[src/design/assert_macros.svh]
// ----------------------------------------------------------------------------
// Assertion macros
// Clocked property checks for simulation; empty when SYNTHESIS is defined.
// ----------------------------------------------------------------------------
`ifndef ASSERT_MACROS_SVH
`define ASSERT_MACROS_SVH

`ifndef SYNTHESIS

// Check that a condition holds at every clock edge outside reset
`define ASSERT_ALWAYS(lbl, clk, rst_n, cond) \
    lbl: assert property (@(posedge clk) disable iff (!rst_n) (cond)) \
        else $error("assertion failed: condition does not hold");

// Check that a trigger implies a condition in the same cycle
`define ASSERT_IMPLIES(lbl, clk, rst_n, trig, cond) \
    lbl: assert property (@(posedge clk) disable iff (!rst_n) (trig) |-> (cond)) \
        else $error("assertion failed: implication does not hold");

// Check that a trigger implies a condition in the next cycle
`define ASSERT_NEXT(lbl, clk, rst_n, trig, cond) \
    lbl: assert property (@(posedge clk) disable iff (!rst_n) (trig) |=> (cond)) \
        else $error("assertion failed: next-cycle implication does not hold");

`else

`define ASSERT_ALWAYS(lbl, clk, rst_n, cond)
`define ASSERT_IMPLIES(lbl, clk, rst_n, trig, cond)
`define ASSERT_NEXT(lbl, clk, rst_n, trig, cond)

`endif

`endif

[src/design/hcd_pkg.sv]
// ----------------------------------------------------------------------------
// Huffman tree decoder package
// Node entry layout, request codes, sequencer states and shared structs.
// ----------------------------------------------------------------------------
package hcd_pkg;

    // Field widths
    localparam int IDX_W = 9;
    localparam int SYM_W = 8;

    // Default node table depth
    localparam int NODE_COUNT_DEF = 512;

    // One node table entry: leaf flag, symbol, left child, right child
    typedef struct packed {
        logic             leaf;
        logic [SYM_W-1:0] symbol;
        logic [IDX_W-1:0] left;
        logic [IDX_W-1:0] right;
    } t_node;

    // Request codes
    typedef enum logic {
        REQ_LOAD   = 1'b0,
        REQ_DECODE = 1'b1
    } t_req_type;

    // Walk sequencer states
    typedef enum logic [1:0] {
        WS_IDLE,
        WS_ROOT,
        WS_CHILD
    } t_walk_state;

    // Result handed to the output register
    typedef struct packed {
        logic             valid;
        logic [SYM_W-1:0] symbol;
    } t_result;

    // Sequencer status
    typedef struct packed {
        logic idle;
        logic at_root;
    } t_walk_status;

endpackage

[src/design/hcd_walk_ctrl.sv]
// ----------------------------------------------------------------------------
// Tree walk sequencer
// Issues node table reads and writes, evaluates each fetched node and
// tracks the walk. The current inner node is kept as its cached entry.
// ----------------------------------------------------------------------------
module hcd_walk_ctrl #(
    parameter int NODE_COUNT = hcd_pkg::NODE_COUNT_DEF,
    parameter int ADDR_W     = $clog2(NODE_COUNT)
) (
    input  logic                        i_clk,
    input  logic                        i_rst_n,
    // Input item
    input  logic                        i_accept,
    input  logic                        i_req_type,
    input  logic [hcd_pkg::IDX_W-1:0]   i_node_index,
    input  logic [hcd_pkg::IDX_W-1:0]   i_left_child,
    input  logic [hcd_pkg::IDX_W-1:0]   i_right_child,
    input  logic                        i_leaf_flag,
    input  logic [hcd_pkg::SYM_W-1:0]   i_leaf_symbol,
    input  logic                        i_code_bit,
    input  logic [hcd_pkg::IDX_W-1:0]   i_root_index,
    // Output slot
    input  logic                        i_out_free,
    output hcd_pkg::t_result            o_result,
    output hcd_pkg::t_walk_status       o_status,
    // Node table
    output logic                        o_wr_en,
    output logic [ADDR_W-1:0]           o_wr_addr,
    output hcd_pkg::t_node              o_wr_data,
    output logic                        o_rd_en,
    output logic [ADDR_W-1:0]           o_rd_addr,
    input  hcd_pkg::t_node              i_rd_data
);
    import hcd_pkg::*;

    t_walk_state r_state, n_state;
    logic        r_at_root, n_at_root;
    t_node       r_cur, n_cur;
    logic        r_bit;
    logic        r_rd_zero;

    t_node            w_entry;
    t_node            w_eval;
    logic             w_bit;
    logic [IDX_W-1:0] w_child;
    logic [IDX_W-1:0] w_rd_idx;
    logic             w_load;
    logic             w_decode;

    function automatic logic idx_in_range(input logic [IDX_W-1:0] idx);
        return 32'(idx) < 32'(NODE_COUNT);
    endfunction

    assign w_load   = i_accept && (t_req_type'(i_req_type) == REQ_LOAD);
    assign w_decode = i_accept && (t_req_type'(i_req_type) == REQ_DECODE);

    // Fetched entry; an index beyond the table reads as the all-zero node
    assign w_entry = r_rd_zero ? t_node'('0) : i_rd_data;

    // Node under evaluation: cached inner node when idle, fetched otherwise
    assign w_eval  = (r_state == WS_IDLE) ? r_cur : w_entry;
    assign w_bit   = (r_state == WS_IDLE) ? i_code_bit : r_bit;
    assign w_child = w_bit ? w_eval.right : w_eval.left;

    // Next state
    always_comb begin
        n_state = r_state;
        case (r_state)
            WS_IDLE: begin
                if (w_decode) begin
                    n_state = r_at_root ? WS_ROOT : WS_CHILD;
                end
            end
            WS_ROOT: begin
                if (w_entry.leaf) begin
                    n_state = i_out_free ? WS_IDLE : WS_ROOT;
                end else begin
                    n_state = WS_CHILD;
                end
            end
            WS_CHILD: begin
                if (w_entry.leaf) begin
                    n_state = i_out_free ? WS_IDLE : WS_CHILD;
                end else begin
                    n_state = WS_IDLE;
                end
            end
            default: n_state = WS_IDLE;
        endcase
    end

    // Outputs: table accesses and result
    always_comb begin
        o_rd_en          = 1'b0;
        w_rd_idx         = w_child;
        o_result.valid   = 1'b0;
        o_result.symbol  = w_eval.symbol;
        n_at_root        = r_at_root;
        n_cur            = r_cur;
        case (r_state)
            WS_IDLE: begin
                if (w_decode) begin
                    o_rd_en  = 1'b1;
                    w_rd_idx = r_at_root ? i_root_index : w_child;
                end
                if (w_load) begin
                    n_at_root = 1'b1;
                end
            end
            WS_ROOT: begin
                if (w_entry.leaf) begin
                    o_result.valid = i_out_free;
                    n_at_root      = 1'b1;
                end else begin
                    o_rd_en = 1'b1;
                end
            end
            WS_CHILD: begin
                if (w_entry.leaf) begin
                    o_result.valid = i_out_free;
                    n_at_root      = 1'b1;
                end else begin
                    n_cur     = w_entry;
                    n_at_root = 1'b0;
                end
            end
            default: begin
                o_rd_en = 1'b0;
            end
        endcase
    end

    assign o_rd_addr = ADDR_W'(w_rd_idx);

    // Node write straight from the accepted load item
    assign o_wr_en          = w_load && idx_in_range(i_node_index);
    assign o_wr_addr        = ADDR_W'(i_node_index);
    assign o_wr_data.leaf   = i_leaf_flag;
    assign o_wr_data.symbol = i_leaf_symbol;
    assign o_wr_data.left   = i_left_child;
    assign o_wr_data.right  = i_right_child;

    assign o_status.idle    = (r_state == WS_IDLE);
    assign o_status.at_root = r_at_root;

    // Control state
    always_ff @(posedge i_clk) begin
        if (!i_rst_n) begin
            r_state   <= WS_IDLE;
            r_at_root <= 1'b1;
        end else begin
            r_state   <= n_state;
            r_at_root <= n_at_root;
        end
    end

    // Walk payload: cached node, code bit, out-of-range read mark
    always_ff @(posedge i_clk) begin
        r_cur <= n_cur;
        if (w_decode) begin
            r_bit <= i_code_bit;
        end
        if (o_rd_en) begin
            r_rd_zero <= !idx_in_range(w_rd_idx);
        end
    end

endmodule

[config.mk]
export PLATFORM = sky130hd
export DESIGN_NAME = hcd_walk_ctrl
export DESIGN_NICKNAME = d
export VERILOG_FILES = /design/src/design/assert_macros.svh /design/src/design/hcd_pkg.sv /design/src/design/hcd_walk_ctrl.sv
export SDC_FILE = /design/constraint.sdc
export NUM_CORES = 1
export LEC_CHECK = 0
export ABC_AREA = 1
export BUFFER_PORTS_ARGS = -buffer_cell sky130_fd_sc_hd__clkbuf_2
export CELL_PAD_IN_SITES_DETAIL_PLACEMENT = 2
export CELL_PAD_IN_SITES_GLOBAL_PLACEMENT = 2
export CORE_AREA = 8 8 102 104
export DETAILED_ROUTE_END_ITERATION = 10
export DIE_AREA = 0 0 110 112
export PLACE_DENSITY = 0.86
export RECOVER_POWER = 25
export SYNTH_ARGS = -nofsm -noshare
export SYNTH_HDL_FRONTEND = slang
export SYNTH_SLANG_ARGS = --single-unit
[constraint.sdc]
create_clock -name i_clk -period 2.3 [get_ports i_clk]
set_input_delay 0.345 -clock i_clk [delete_from_list [all_inputs] [get_ports i_clk]]
set_output_delay 0.345 -clock i_clk [all_outputs]
set_load 0.005 [all_outputs]
; Word-level counts from Yosys, hierarchy flattened
; Index checks and enable logic that the tools add are counted.
[totals]
reg_bits = 30
in_bits = 78
output_inout_bits = 58
word_cells = 42
[op_classes]
n_eq_ne = 5
mux = 22
n_bitwise = 2
n_reduce_logical = 7
[op_table]
columns = operator, count
row1 = two-way mux 9 bit, 4
row2 = two-way mux 26 bit, 1
row3 = two-way mux 2 bit, 5
row4 = two-way mux 1 bit, 9
row5 = case mux 2 bit (3 select lines), 1
row6 = "inequality test 2 x 1 -> 1 bit, second input constant", 2
row7 = case mux 1 bit (3 select lines), 1
row8 = AND reduction 3 bit, 1
row9 = nonzero test 3 bit, 1
row10 = "== test 2 x 1 -> 1 bit, second input constant", 1
row11 = "== test 2 bit, second input constant", 1
row12 = logical AND 1 bit, 2
row13 = logical NOT 2 bit, 1
row14 = "inequality test 2 bit, second input constant", 1
row15 = inverter 1 bit, 2
row16 = case mux 1 bit (2 select lines), 1
row17 = AND reduction 2 bit, 1
row18 = OR reduction 2 bit, 1

; Logic depth before layout (Yosys ltp)
; Gate-level depths: netlist (run 1).
[logic_depth]
word_depth = 6
depth_mapped = 10
mapped_depth_nobuf = 8

; Worst setup path after synthesis (run 1)
; No wires, ideal clock.
[synth_timing]
path_kind = reg-to-output
start = register r_state[0]
end = output port o_rd_addr[7]
t_arrival_ns = 1.389
required_time_ns = 1.955
slack_ns = 0.566
stages_incl_launch_ff = 11
path_buffers = 3
cell_sequence = dfxtp_1 -> inv_1 -> ha_1 -> buf_4 -> inv_4 -> buf_6 -> buf_4 -> nand2_1 -> nand4_1 -> nand3_1 -> nand2_1
[synth_lines]
columns = element, line_no
row1 = start: declaration, hcd_walk_ctrl.sv:36  ; t_walk_state r_state, n_state;
row2 = start signal: assignment, hcd_walk_ctrl.sv:152  ; r_state <= n_state;
row3 = end: declaration, hcd_walk_ctrl.sv:31  ; output logic [ADDR_W-1:0] o_rd_addr,

; Worst setup path in the final report (run 1)
[layout_timing]
start = register r_state[0]
end = output port o_rd_addr[8]
[layout_between]
elab_chain_len = 6
word_cells_on_any_way = 7
classes_between = mux (6) / reduce/logical (1)
[layout_rtl]
columns = element, line_no
row1 = logical NOT 2 bit *, "hcd_walk_ctrl.sv:61, hcd_walk_ctrl.sv:62, hcd_walk_ctrl.sv:100"
row2 = two-way mux 26 bit / two-way mux 1 bit (equally long branches), "hcd_walk_ctrl.sv:61, hcd_walk_ctrl.sv:62"
row3 = two-way mux 9 bit, hcd_walk_ctrl.sv:63  ; assign w_child = w_bit ? w_eval.right : w_eval.left;
row4 = two-way mux 9 bit, hcd_walk_ctrl.sv:104  ; w_rd_idx = r_at_root ? i_root_index : w_child;
row5 = two-way mux 9 bit, hcd_walk_ctrl.sv:102  ; if (w_decode) begin
row6 = two-way mux 9 bit *, hcd_walk_ctrl.sv:100  ; case (r_state)
; Every way passes the cells marked *; elsewhere a longest branch is shown, timed or not.

==> reports/qor.txt, run 1 <==
OUTCOME
------------------------------------------------------------------------------------------
Status                                                                        complete, no violations

MIN PATH
------------------------------------------------------------------------------------------
Min-Delay Startpoint                                                               i_rst_n
Hold Crit Endpoint                                                               r_at_root
Worst hold path class                                                         input pin to register
Number of cells on the worst hold path                                                   2

CRITICAL PATH
------------------------------------------------------------------------------------------
Worst path max stage delay                                                          350 ps
Cell depth of the worst flop-to-flop path                                                6
R2R setup slack                                                                     810 ps
Worst reg2reg path startpoint                                                   r_state[0]
Library cell appearing most often on the critical path                        sky130_fd_sc_hd__nand2_1
Critical-path cell with the highest stage delay                               sky130_fd_sc_hd__dfxtp_2
Worst-path cell chain                                                         inv_1, ha_2, inv_4, nor3_4, buf_4, nand2_1, nand2_1, clkbuf_2
Nature of the critical path endpoint                                            output pin
Critical path class                                                           register to output pin
Startpoint type of the worst setup path                                           register
Data required time at the worst endpoint                                           1960 ps
Data arrival time at the worst-slack endpoint                                      1860 ps
CP max FO                                                                               11
Endpoint of the worst-slack reg-to-reg timing path                               r_at_root

POWER
------------------------------------------------------------------------------------------
Power Density                                                                 1180 mW/mm^2
Leak Pwr                                                                          0.990 nW
Maximum vdd drop                                                                  0.339 mV

YOSYS
------------------------------------------------------------------------------------------
Post-synthesis net count                                                               309
Most area-consuming cells after synthesis                                     sky130_fd_sc_hd__edfxtp_1, sky130_fd_sc_hd__nand2_1, sky130_fd_sc_hd__buf_4
Proportion of synthesized flip-flops having asynchronous set or reset                   0%
Yosys reg bits                                                                          30
Post-synth top area share                                                            42.7%
Most used DFF post-synth                                                      sky130_fd_sc_hd__edfxtp_1
Number of different library cells in the post-synthesis netlist                         18
Fraction of the yosys area taken by sequential cells                                 45.9%
Cell type with the largest total area after synthesis                         sky130_fd_sc_hd__edfxtp_1
Number of cells produced by synthesis                                                  226
Post-synthesis cell area                                                      0.00190 mm^2
Leading cell types by count after synthesis                                   sky130_fd_sc_hd__nand2_1, sky130_fd_sc_hd__buf_4, sky130_fd_sc_hd__edfxtp_1
Synthesis warning total                                                                  0
Number of enable-type register cells in the synthesized netlist                         27
Synth Area per Inst                                                              8.39 um^2
Leading cell type by number of instances after synthesis                      sky130_fd_sc_hd__nand2_1

CELLS AND AREA
------------------------------------------------------------------------------------------
Utilization after layout                                                             24.5%
Inserted Diodes                                                                          0
Number of standard cells in the layout, taps in and fillers out                        371
Layout cell share with drive strength beyond 1                                       25.4%
Net count of the finished layout                                                       342
Layout-stage area growth over the synthesis result                                   15.0%

STA
------------------------------------------------------------------------------------------
TNS Setup                                                                             0 ps
Transition time at the pin with the least slew margin                               376 ps
Part of the cycle the worst path needs                                               95.7%
Worst setup skew after layout                                                      3.92 ps
Final max-slew violation count                                                           0
Maximum clock rate                                                                 454 MHz
Max-slew headroom at the worst pin                                                   74.9%
Clock period minus final worst setup slack                                         2200 ps
RSZ-0062 raised after global routing                                                    no
Number of hold violations in the final report                                            0
Final setup viols                                                                        0

CLOCK TREE
------------------------------------------------------------------------------------------
Number of H-tree levels                                                                  2
Clock latency at the later pin of the worst-skew pair                               290 ps
Max Root-Sink Buffers                                                                    2
CTS sink count                                                                          30
Inserted Clock Buffers                                                                   5
Clock edge transition at the registers on the reported setup and hold paths          70 ps
CTS root buffer                                                               sky130_fd_sc_hd__clkbuf_8
TritonCTS clock tree                                                                   yes

DRT
------------------------------------------------------------------------------------------
Routed len/inst                                                                    16.4 um
Per-cell via count in the routed design                                               4.34
Met2 Routed Length                                                                 3180 um
Met3 Routed Length                                                                  365 um
WL met1                                                                            2470 um
Aggregate routed wire length                                                       6090 um
DRC                                                                                      0
Post-route ant nets                                                                      0
Via count                                                                            1,609
Highest routed layer                                                                  met4
First DRT Iteration DRCs                                                                42
First-pass DRT Iterations                                                                4

GLOBAL ROUTING
------------------------------------------------------------------------------------------
Wire length of the first global-routing pass                                       9570 um
Via count of the first global-routing pass                                           1,770
Total global-route track usage                                                       10.1%
Remaining global-route overflow                                                          0
Antenna violations before repair                                                         0
Pin count of the biggest net entering global routing                                    27

PLACE
------------------------------------------------------------------------------------------
I/O Buffers                                                                             63
Number of placed cells counting well taps                                              361
Total half-perimeter wirelength after legalization and detailed placement          4840 um
GP Congestion                                                                        0.784

FLOORPLAN
------------------------------------------------------------------------------------------
Die outline area                                                               0.0123 mm^2
Site row count                                                                          35
Io pins                                                                                136
Starting Density                                                                     21.3%
DIE WIDTH                                                                           110 um
Core outline area                                                             0.00889 mm^2
Vert. Die Dim                                                                       112 um

RUN
------------------------------------------------------------------------------------------
Count of max-cap constraint violations                                                   0

==> worst max-delay path, delay by kind of cell, from the launching register on <==
family / cells / cell delay (ps)
and+or+nand+nor: 3 / 440
buffers and inverters: 4 / 520
adders and majority gates: 1 / 250
DFF: 1 / 350
==> area by class of cell <==
type                       instances  area, um^2
clock buffer                       5        68.8
clock inverter                     3        40.0
fill                            1058        6710
inverter                          11        46.3
multi-input combinational        141         667
sequential                        30         873
tap                              111         139
timing repair buffer              70         348
==> stage by stage <==
stage / hold slack [ps] / power (W) / worst slack [ps] / cell area, um^2
detailed placement: 513 / 0.00204 / 212 / 2060
finish: 239 / 0.00259 / 97.9 / 2180
global route: 236 / 0.00281 / 0.589 / 2180
global placement: 497 / 0.00199 / 291 / 2060
floorplan: 430 / 0.00158 / 566 / 1900
CTS: 230 / 0.00264 / 38.5 / 2210
==> cells by family (layout without fill, tap and decap cells) <==
kind of cell,after synthesis,in the layout,synth area share [%]
AND/OR/NAND/NOR,130,130,29.5
buffers and inverters,55,89,19.7
flip-flops,30,30,45.9
AO/OA/AOI/OAI,6,6,1.58
adder cells (fa/ha/maj),5,5,3.30
==> registers in the layout, indices dropped and copies added (netlist names) <==
signal,flops
r_at_root,1
r_bit,1
r_cur,26
r_state,2
==> layer usage <==
metal | vias up | GRT usage (%)
met5 | - | 0
met4 | 0 | 2.88
met3 | 9 | 3.18
met2 | 45 | 17.7
met1 | 779 | 11.3
li1 | 776 | -
==> placed cells by master (no fill, tap or decap) <==
| master | Yosys | final |
|---|---|---|
| sky130_fd_sc_hd__nor2_2 | 1 | 1 |
| sky130_fd_sc_hd__ha_1 | 5 | 4 |
| sky130_fd_sc_hd__clkbuf_2 | 0 | 41 |
| sky130_fd_sc_hd__nand2_4 | 0 | 2 |
| sky130_fd_sc_hd__buf_4 | 39 | 6 |
| sky130_fd_sc_hd__o21ai_0 | 2 | 2 |
| sky130_fd_sc_hd__nor3_4 | 1 | 1 |
| sky130_fd_sc_hd__nand2_2 | 2 | 1 |
| sky130_fd_sc_hd__bufinv_16 | 0 | 1 |
| sky130_fd_sc_hd__dfxtp_1 | 3 | 1 |
| sky130_fd_sc_hd__buf_8 | 0 | 1 |
| sky130_fd_sc_hd__clkinv_2 | 0 | 2 |
| sky130_fd_sc_hd__nand2_1 | 92 | 91 |
| sky130_fd_sc_hd__clkbuf_8 | 0 | 5 |
| sky130_fd_sc_hd__inv_1 | 9 | 9 |
| sky130_fd_sc_hd__nand4_1 | 9 | 9 |
| sky130_fd_sc_hd__dfxtp_2 | 0 | 2 |
| sky130_fd_sc_hd__nor2_1 | 2 | 2 |
| sky130_fd_sc_hd__nand3_1 | 23 | 23 |
| sky130_fd_sc_hd__clkbuf_1 | 2 | 22 |
| sky130_fd_sc_hd__ha_2 | 0 | 1 |
| sky130_fd_sc_hd__edfxtp_1 | 27 | 27 |
| sky130_fd_sc_hd__inv_4 | 2 | 2 |
| sky130_fd_sc_hd__a21oi_1 | 4 | 4 |
==> where the power goes <==
group,switching (W),internal [W],total (W)
clock,0.000215,0.000319,0.000534
combinational,0.000850,0.000509,0.00136
sequential,0.0000338,0.000659,0.000693
total,0.00110,0.00149,0.00259
==> what timing repair did <==
action / in CTS / in global routing
hold buffers: 0 / 0
endpoints found under the setup margin: 9 / 9
pin swaps: 1 / 1
setup buffers: 2 / 0
gates resized for setup: 6 / 2
==> worst max path at each step <==
stage	start	endpoint	depth (start not counted)
detailed placement	r_state[0]	o_rd_addr[8]	8
global placement	r_state[1]	o_rd_addr[0]	8
CTS	r_state[0]	o_rd_addr[8]	8
global route	r_state[0]	o_rd_addr[8]	8
finish	r_state[0]	o_rd_addr[8]	8
floorplan	r_state[0]	o_rd_addr[7]	10
Note: power is estimated with default switching activity, not from simulation.
==> run 2: changes to the inputs <==
- RECOVER_POWER: 25 -> not set
==> reports/qor.txt, run 2 (synthesized netlist as in run 1, its figures left out) <==
OUTCOME
------------------------------------------------------------------------------------------
Status                                                                        complete, no violations

POWER
------------------------------------------------------------------------------------------
Fraction of power spent switching nets                                               42.2%
Net Switching                                                                    0.00109 W
Sum of internal, switching and leakage power                                     0.00258 W
Combinational share of power                                                         52.6%
Sequential cell fraction of total power                                              26.8%
Maximum vdd drop                                                                  0.341 mV
Int Power                                                                        0.00149 W
Leak Pwr                                                                           1.06 nW
Power Density                                                                 1170 mW/mm^2
Power share of the clock group                                                       20.5%

STA
------------------------------------------------------------------------------------------
Part of the cycle the worst path needs                                               95.6%
Final setup viols                                                                        0
Worst setup skew after layout                                                      2.92 ps
Clock period minus final worst setup slack                                         2200 ps
Final max-slew violation count                                                           0
RSZ-0062 raised after global routing                                                    no
Number of hold violations in the final report                                            0
Transition time at the pin with the least slew margin                               371 ps
TNS Setup                                                                             0 ps
Final critical-path setup slack                                                     101 ps
Maximum clock rate                                                                 455 MHz
Max-slew headroom at the worst pin                                                   75.2%

CRITICAL PATH
------------------------------------------------------------------------------------------
Startpoint type of the worst setup path                                           register
Data arrival time at the worst-slack endpoint                                      1850 ps
Library cell appearing most often on the critical path                        sky130_fd_sc_hd__nand2_1
Critical path class                                                           register to output pin
Worst path max stage delay                                                          350 ps
CP max FO                                                                               11
Data required time at the worst endpoint                                           1960 ps
Worst-path cell chain                                                         inv_1, ha_2, inv_4, nor3_4, buf_4, nand2_1, nand2_1, clkbuf_2
Critical-path cell with the highest stage delay                               sky130_fd_sc_hd__dfxtp_2
Nature of the critical path endpoint                                            output pin

GLOBAL ROUTING
------------------------------------------------------------------------------------------
Wire length of the first global-routing pass                                       9570 um
Total global-route track usage                                                       10.1%
Via count of the first global-routing pass                                           1,770
Remaining global-route overflow                                                          0
Antenna violations before repair                                                         0
Pin count of the biggest net entering global routing                                    27

CELLS AND AREA
------------------------------------------------------------------------------------------
Utilization after layout                                                             24.9%
Top reg by flops                                                                     r_cur
Most common cell after layout, fill and taps aside                            sky130_fd_sc_hd__nand2_1
Max FFs per register                                                                    26
Layout-stage area growth over the synthesis result                                   16.5%
Commonest non-fill, non-tap cells in the layout                               sky130_fd_sc_hd__nand2_1, sky130_fd_sc_hd__clkbuf_2, sky130_fd_sc_hd__edfxtp_1
Layout cell share with drive strength beyond 1                                       33.8%
Inserted Diodes                                                                          0
Net count of the finished layout                                                       342
# fillers                                                                            1,044
Top flop regs                                                                 r_cur (26), r_state (2)

FLOORPLAN
------------------------------------------------------------------------------------------
DIE WIDTH                                                                           110 um
Site row count                                                                          35
Vert. Die Dim                                                                       112 um
Die outline area                                                               0.0123 mm^2
Starting Density                                                                     21.3%
Core outline area                                                             0.00889 mm^2
Io pins                                                                                136

PLACE
------------------------------------------------------------------------------------------
GP Congestion                                                                        0.784
I/O Buffers                                                                             63
Pre-CTS setup slack                                                                 212 ps
Total half-perimeter wirelength after legalization and detailed placement          4840 um

DRT
------------------------------------------------------------------------------------------
Per-cell via count in the routed design                                               4.32
First-pass DRT Iterations                                                                4
Post-route ant nets                                                                      0
DRC                                                                                      0
Aggregate routed wire length                                                       6060 um
Via count                                                                            1,602
Routed len/inst                                                                    16.3 um
First DRT Iteration DRCs                                                                42

MIN PATH
------------------------------------------------------------------------------------------
Worst hold path class                                                         input pin to register

CLOCK TREE
------------------------------------------------------------------------------------------
CTS sink count                                                                          30
Number of H-tree levels                                                                  2
Clock latency at the later pin of the worst-skew pair                               280 ps
Max Root-Sink Buffers                                                                    2
Clock edge transition at the registers on the reported setup and hold paths          70 ps
CTS root buffer                                                               sky130_fd_sc_hd__clkbuf_8
TritonCTS clock tree                                                                   yes
Inserted Clock Buffers                                                                   5

RUN
------------------------------------------------------------------------------------------
Count of max-cap constraint violations                                                   0

run 2: cell counts in the layout (fill, tap and decap cells not counted):
No cell type changed its count.
run 2: power groups by stage:
stage / clock, W / combinational [W] / sequential, W
floorplan: 0 / 0.000890 / 0.000692
global placement: 0 / 0.00130 / 0.000696
detailed placement: 0 / 0.00134 / 0.000702
CTS: 0.000549 / 0.00140 / 0.000691
global route: 0.000576 / 0.00154 / 0.000700
finish: 0.000530 / 0.00136 / 0.000693
run 2: metrics by stage:
step | instance area (um^2) | hold slack, ps | std cells
2_1_floorplan | 1900 | 430 | 226
3_3_place_gp | 2060 | 497 | 361
3_5_place_dp | 2060 | 513 | 361
4_1_cts | 2210 | 230 | 371
5_1_grt | 2210 | 236 | 371
6_report | 2210 | 239 | 371
run 2: critical path, delay by kind of cell (launching register included):
| family | cells | cell delay, ps |
|---|---|---|
| DFF | 1 | 350 |
| buffers and inverters | 4 | 510 |
| adders and majority gates | 1 | 250 |
| and+or+nand+nor | 3 | 440 |
run 2: repair_timing:
item,4_1_cts,5_1_grt
hold buffers,0,0
pin swaps,1,1
endpoints found under the setup margin,9,9
buffers inserted,2,0
gates resized for setup,6,2
run 2: per-layer routing:
| layer | vias up | track usage (%) | part of all wire, % |
|---|---|---|---|
| li1 | 776 | - | - |
| met1 | 768 | 11.3 | 40 |
| met2 | 49 | 17.7 | 53 |
| met3 | 9 | 3.18 | 6.0 |
| met4 | 0 | 2.88 | 1.3 |
| met5 | - | 0 | 0 |
run 2: layout make-up:
class,instances,area [um^2],area share (%)
clock inverters,3,40.0,1.81
inverters,11,46.3,2.10
repair buffers,70,375,17.0
well taps,111,139,6.29
flip-flops and latches,30,873,39.5
multi-input cells,141,667,30.2
clock buffers,5,68.8,3.11
run 2: worst paths after layout:
check	start	endpoint	slack (ps)	depth (start not counted)
max reg2reg	r_state[0]	r_at_root	800	6
max	r_state[0]	o_rd_addr[8]	100	8
min reg2reg	r_state[1]	r_state[1]	510	2
min	i_rst_n	r_at_root	240	2
==> run 3: changes to the inputs <==
- CORE_AREA: 8 8 102 104 -> 8 8 105 107
- DIE_AREA: 0 0 110 112 -> 0 0 113 115
- PLACE_DENSITY: 0.86 -> 0.82
- clock period: 2.3 -> 2.1 ns (I/O delays scaled with it)
==> reports/qor.txt, run 3 (synthesized netlist as in run 1, its figures left out) <==
PLACE
------------------------------------------------------------------------------------------
Total half-perimeter wirelength after legalization and detailed placement          4660 um
I/O Buffers                                                                             63
Number of placed cells counting well taps                                              364
GP Congestion                                                                        0.736
Area after detailed placement                                                 0.00208 mm^2
Pre-CTS setup slack                                                                76.9 ps

FLOORPLAN
------------------------------------------------------------------------------------------
Io pins                                                                                136
Starting Density                                                                     20.1%
DIE WIDTH                                                                           113 um
Vert. Die Dim                                                                       115 um
Core outline area                                                             0.00946 mm^2
Die outline area                                                               0.0130 mm^2
Site row count                                                                          36

CLOCK TREE
------------------------------------------------------------------------------------------
TritonCTS clock tree                                                                   yes
CTS root buffer                                                               sky130_fd_sc_hd__clkbuf_8
Clock edge transition at the registers on the reported setup and hold paths          70 ps
CTS sink count                                                                          30
Inserted Clock Buffers                                                                   5
Number of H-tree levels                                                                  2
Number of buffers added to fix hold violations after cts                                 0
Clock latency at the later pin of the worst-skew pair                               280 ps
Max Root-Sink Buffers                                                                    2

CELLS AND AREA
------------------------------------------------------------------------------------------
Commonest non-fill, non-tap cells in the layout                               sky130_fd_sc_hd__nand2_1, sky130_fd_sc_hd__clkbuf_2, sky130_fd_sc_hd__edfxtp_1
Max FFs per register                                                                    26
Layout-stage area growth over the synthesis result                                   17.8%
Final instance area                                                           0.00223 mm^2
Utilization after layout                                                             23.6%
Area taken by flip-flops and latches                                              873 um^2
Top flop regs                                                                 r_cur (26), r_state (2)
# fillers                                                                            1,116
Most common cell after layout, fill and taps aside                            sky130_fd_sc_hd__nand2_1
Net count of the finished layout                                                       342
Inserted Diodes                                                                          0
Combined area of the multi-input logic cells                                      691 um^2
Layout cell share with drive strength beyond 1                                       33.5%
Number of standard cells in the layout, taps in and fillers out                        374
Top reg by flops                                                                     r_cur

DRT
------------------------------------------------------------------------------------------
WL met1                                                                            2440 um
Post-route ant nets                                                                      0
Via count                                                                            1,614
First DRT Iteration DRCs                                                                48
DRC                                                                                      0
Aggregate routed wire length                                                       6000 um
First-pass DRT Iterations                                                                4
Met3 Routed Length                                                                  294 um
Per-cell via count in the routed design                                               4.32
Highest routed layer                                                                  met4
Routed len/inst                                                                    16.0 um
Met2 Routed Length                                                                 3200 um

STA
------------------------------------------------------------------------------------------
Post-route worst hold slack                                                         221 ps
Maximum clock rate                                                                 506 MHz
Number of hold violations in the final report                                            0
Transition time at the pin with the least slew margin                               427 ps
Final critical-path setup slack                                                     125 ps
Worst setup skew after layout                                                      6.26 ps
Part of the cycle the worst path needs                                               94.0%
Clock period minus final worst setup slack                                         1970 ps
Max-slew headroom at the worst pin                                                   71.5%
Final max-slew violation count                                                           0
Final setup viols                                                                        0

CRITICAL PATH
------------------------------------------------------------------------------------------
Library cell appearing most often on the critical path                        sky130_fd_sc_hd__inv_4
Startpoint type of the worst setup path                                           register
Data required time at the worst endpoint                                           1780 ps
Data arrival time at the worst-slack endpoint                                      1660 ps
Critical path class                                                           register to output pin
CP max FO                                                                                9
Critical-path cell with the highest stage delay                               sky130_fd_sc_hd__dfxtp_2
Worst-path cell chain                                                         inv_1, ha_4, inv_4, nor3_4, inv_4, nand3_1, nand2_1, clkbuf_2
Worst path max stage delay                                                          350 ps
Worst reg2reg path startpoint                                                   r_state[0]
Nature of the critical path endpoint                                            output pin
Setup crit start                                                                r_state[1]

OUTCOME
------------------------------------------------------------------------------------------
Status                                                                        complete, no violations

GLOBAL ROUTING
------------------------------------------------------------------------------------------
Pin count of the biggest net entering global routing                                    21
Total global-route track usage                                                       9.31%
Remaining global-route overflow                                                          0
Via count of the first global-routing pass                                           1,771
Wire length of the first global-routing pass                                       9490 um
Antenna violations before repair                                                         0

POWER
------------------------------------------------------------------------------------------
Power Density                                                                 1250 mW/mm^2
Leak Pwr                                                                           1.05 nW
Maximum vdd drop                                                                  0.429 mV

MIN PATH
------------------------------------------------------------------------------------------
Worst hold path class                                                         input pin to register
Min-Delay Startpoint                                                          i_rd_data[25]

RUN
------------------------------------------------------------------------------------------
Count of max-cap constraint violations                                                   0

run 3: repair_timing:
item                       CTS  global route
setup endpoints to repair   14             9
setup buffers                2             0
pin swaps                    1             1
gates resized for setup      9             6
run 3: power by group:
group / internal (W) / switching, W / total, W
Clock: 0.000228 / 0.000227 / 0.000455
Combinational: 0.000626 / 0.000949 / 0.00158
Sequential: 0.000722 / 0.0000390 / 0.000761
run 3: layout make-up:
| cell class | count | share of cell area [%] |
|---|---|---|
| inverter | 11 | 2.07 |
| multi-input combinational | 141 | 30.9 |
| clock inverter | 2 | 0.392 |
| sequential | 30 | 39.1 |
| timing repair buffer | 70 | 17.9 |
| clock buffer | 6 | 3.25 |
| tap | 114 | 6.38 |
run 3: worst max-delay path: cells and delay by family, from the launching register on:
| kind | cells | cell delay, ps |
|---|---|---|
| AND/OR/NAND/NOR | 3 | 440 |
| buffers and inverters | 4 | 410 |
| flip-flops | 1 | 350 |
| adder cells (fa/ha/maj) | 1 | 190 |
run 3: per-stage QoR:
step | setup TNS [ps] | power, W
after floorplan | 0 | 0.00173
after global placement | 0 | 0.00221
after detailed placement | 0 | 0.00224
after CTS | 0 | 0.00280
after global routing | -3.93 | 0.00304
final | 0 | 0.00279
run 3: layer usage:
layer / track usage [%] / up-vias
met5: 0 / -
met4: 2.75 / 0
met3: 2.68 / 11
met2: 17.2 / 35
met1: 10.1 / 797
li1: - / 771
run 3: path summary, 6_finish.rpt:
path | depth (start not counted) | slack (ps) | end
worst max-delay path | 8 | 130 | o_rd_addr[0]
worst min-delay path | 1 | 220 | r_cur[25]
worst max register to register | 5 | 480 | r_cur[1]
worst min register to register | 2 | 510 | r_state[1]
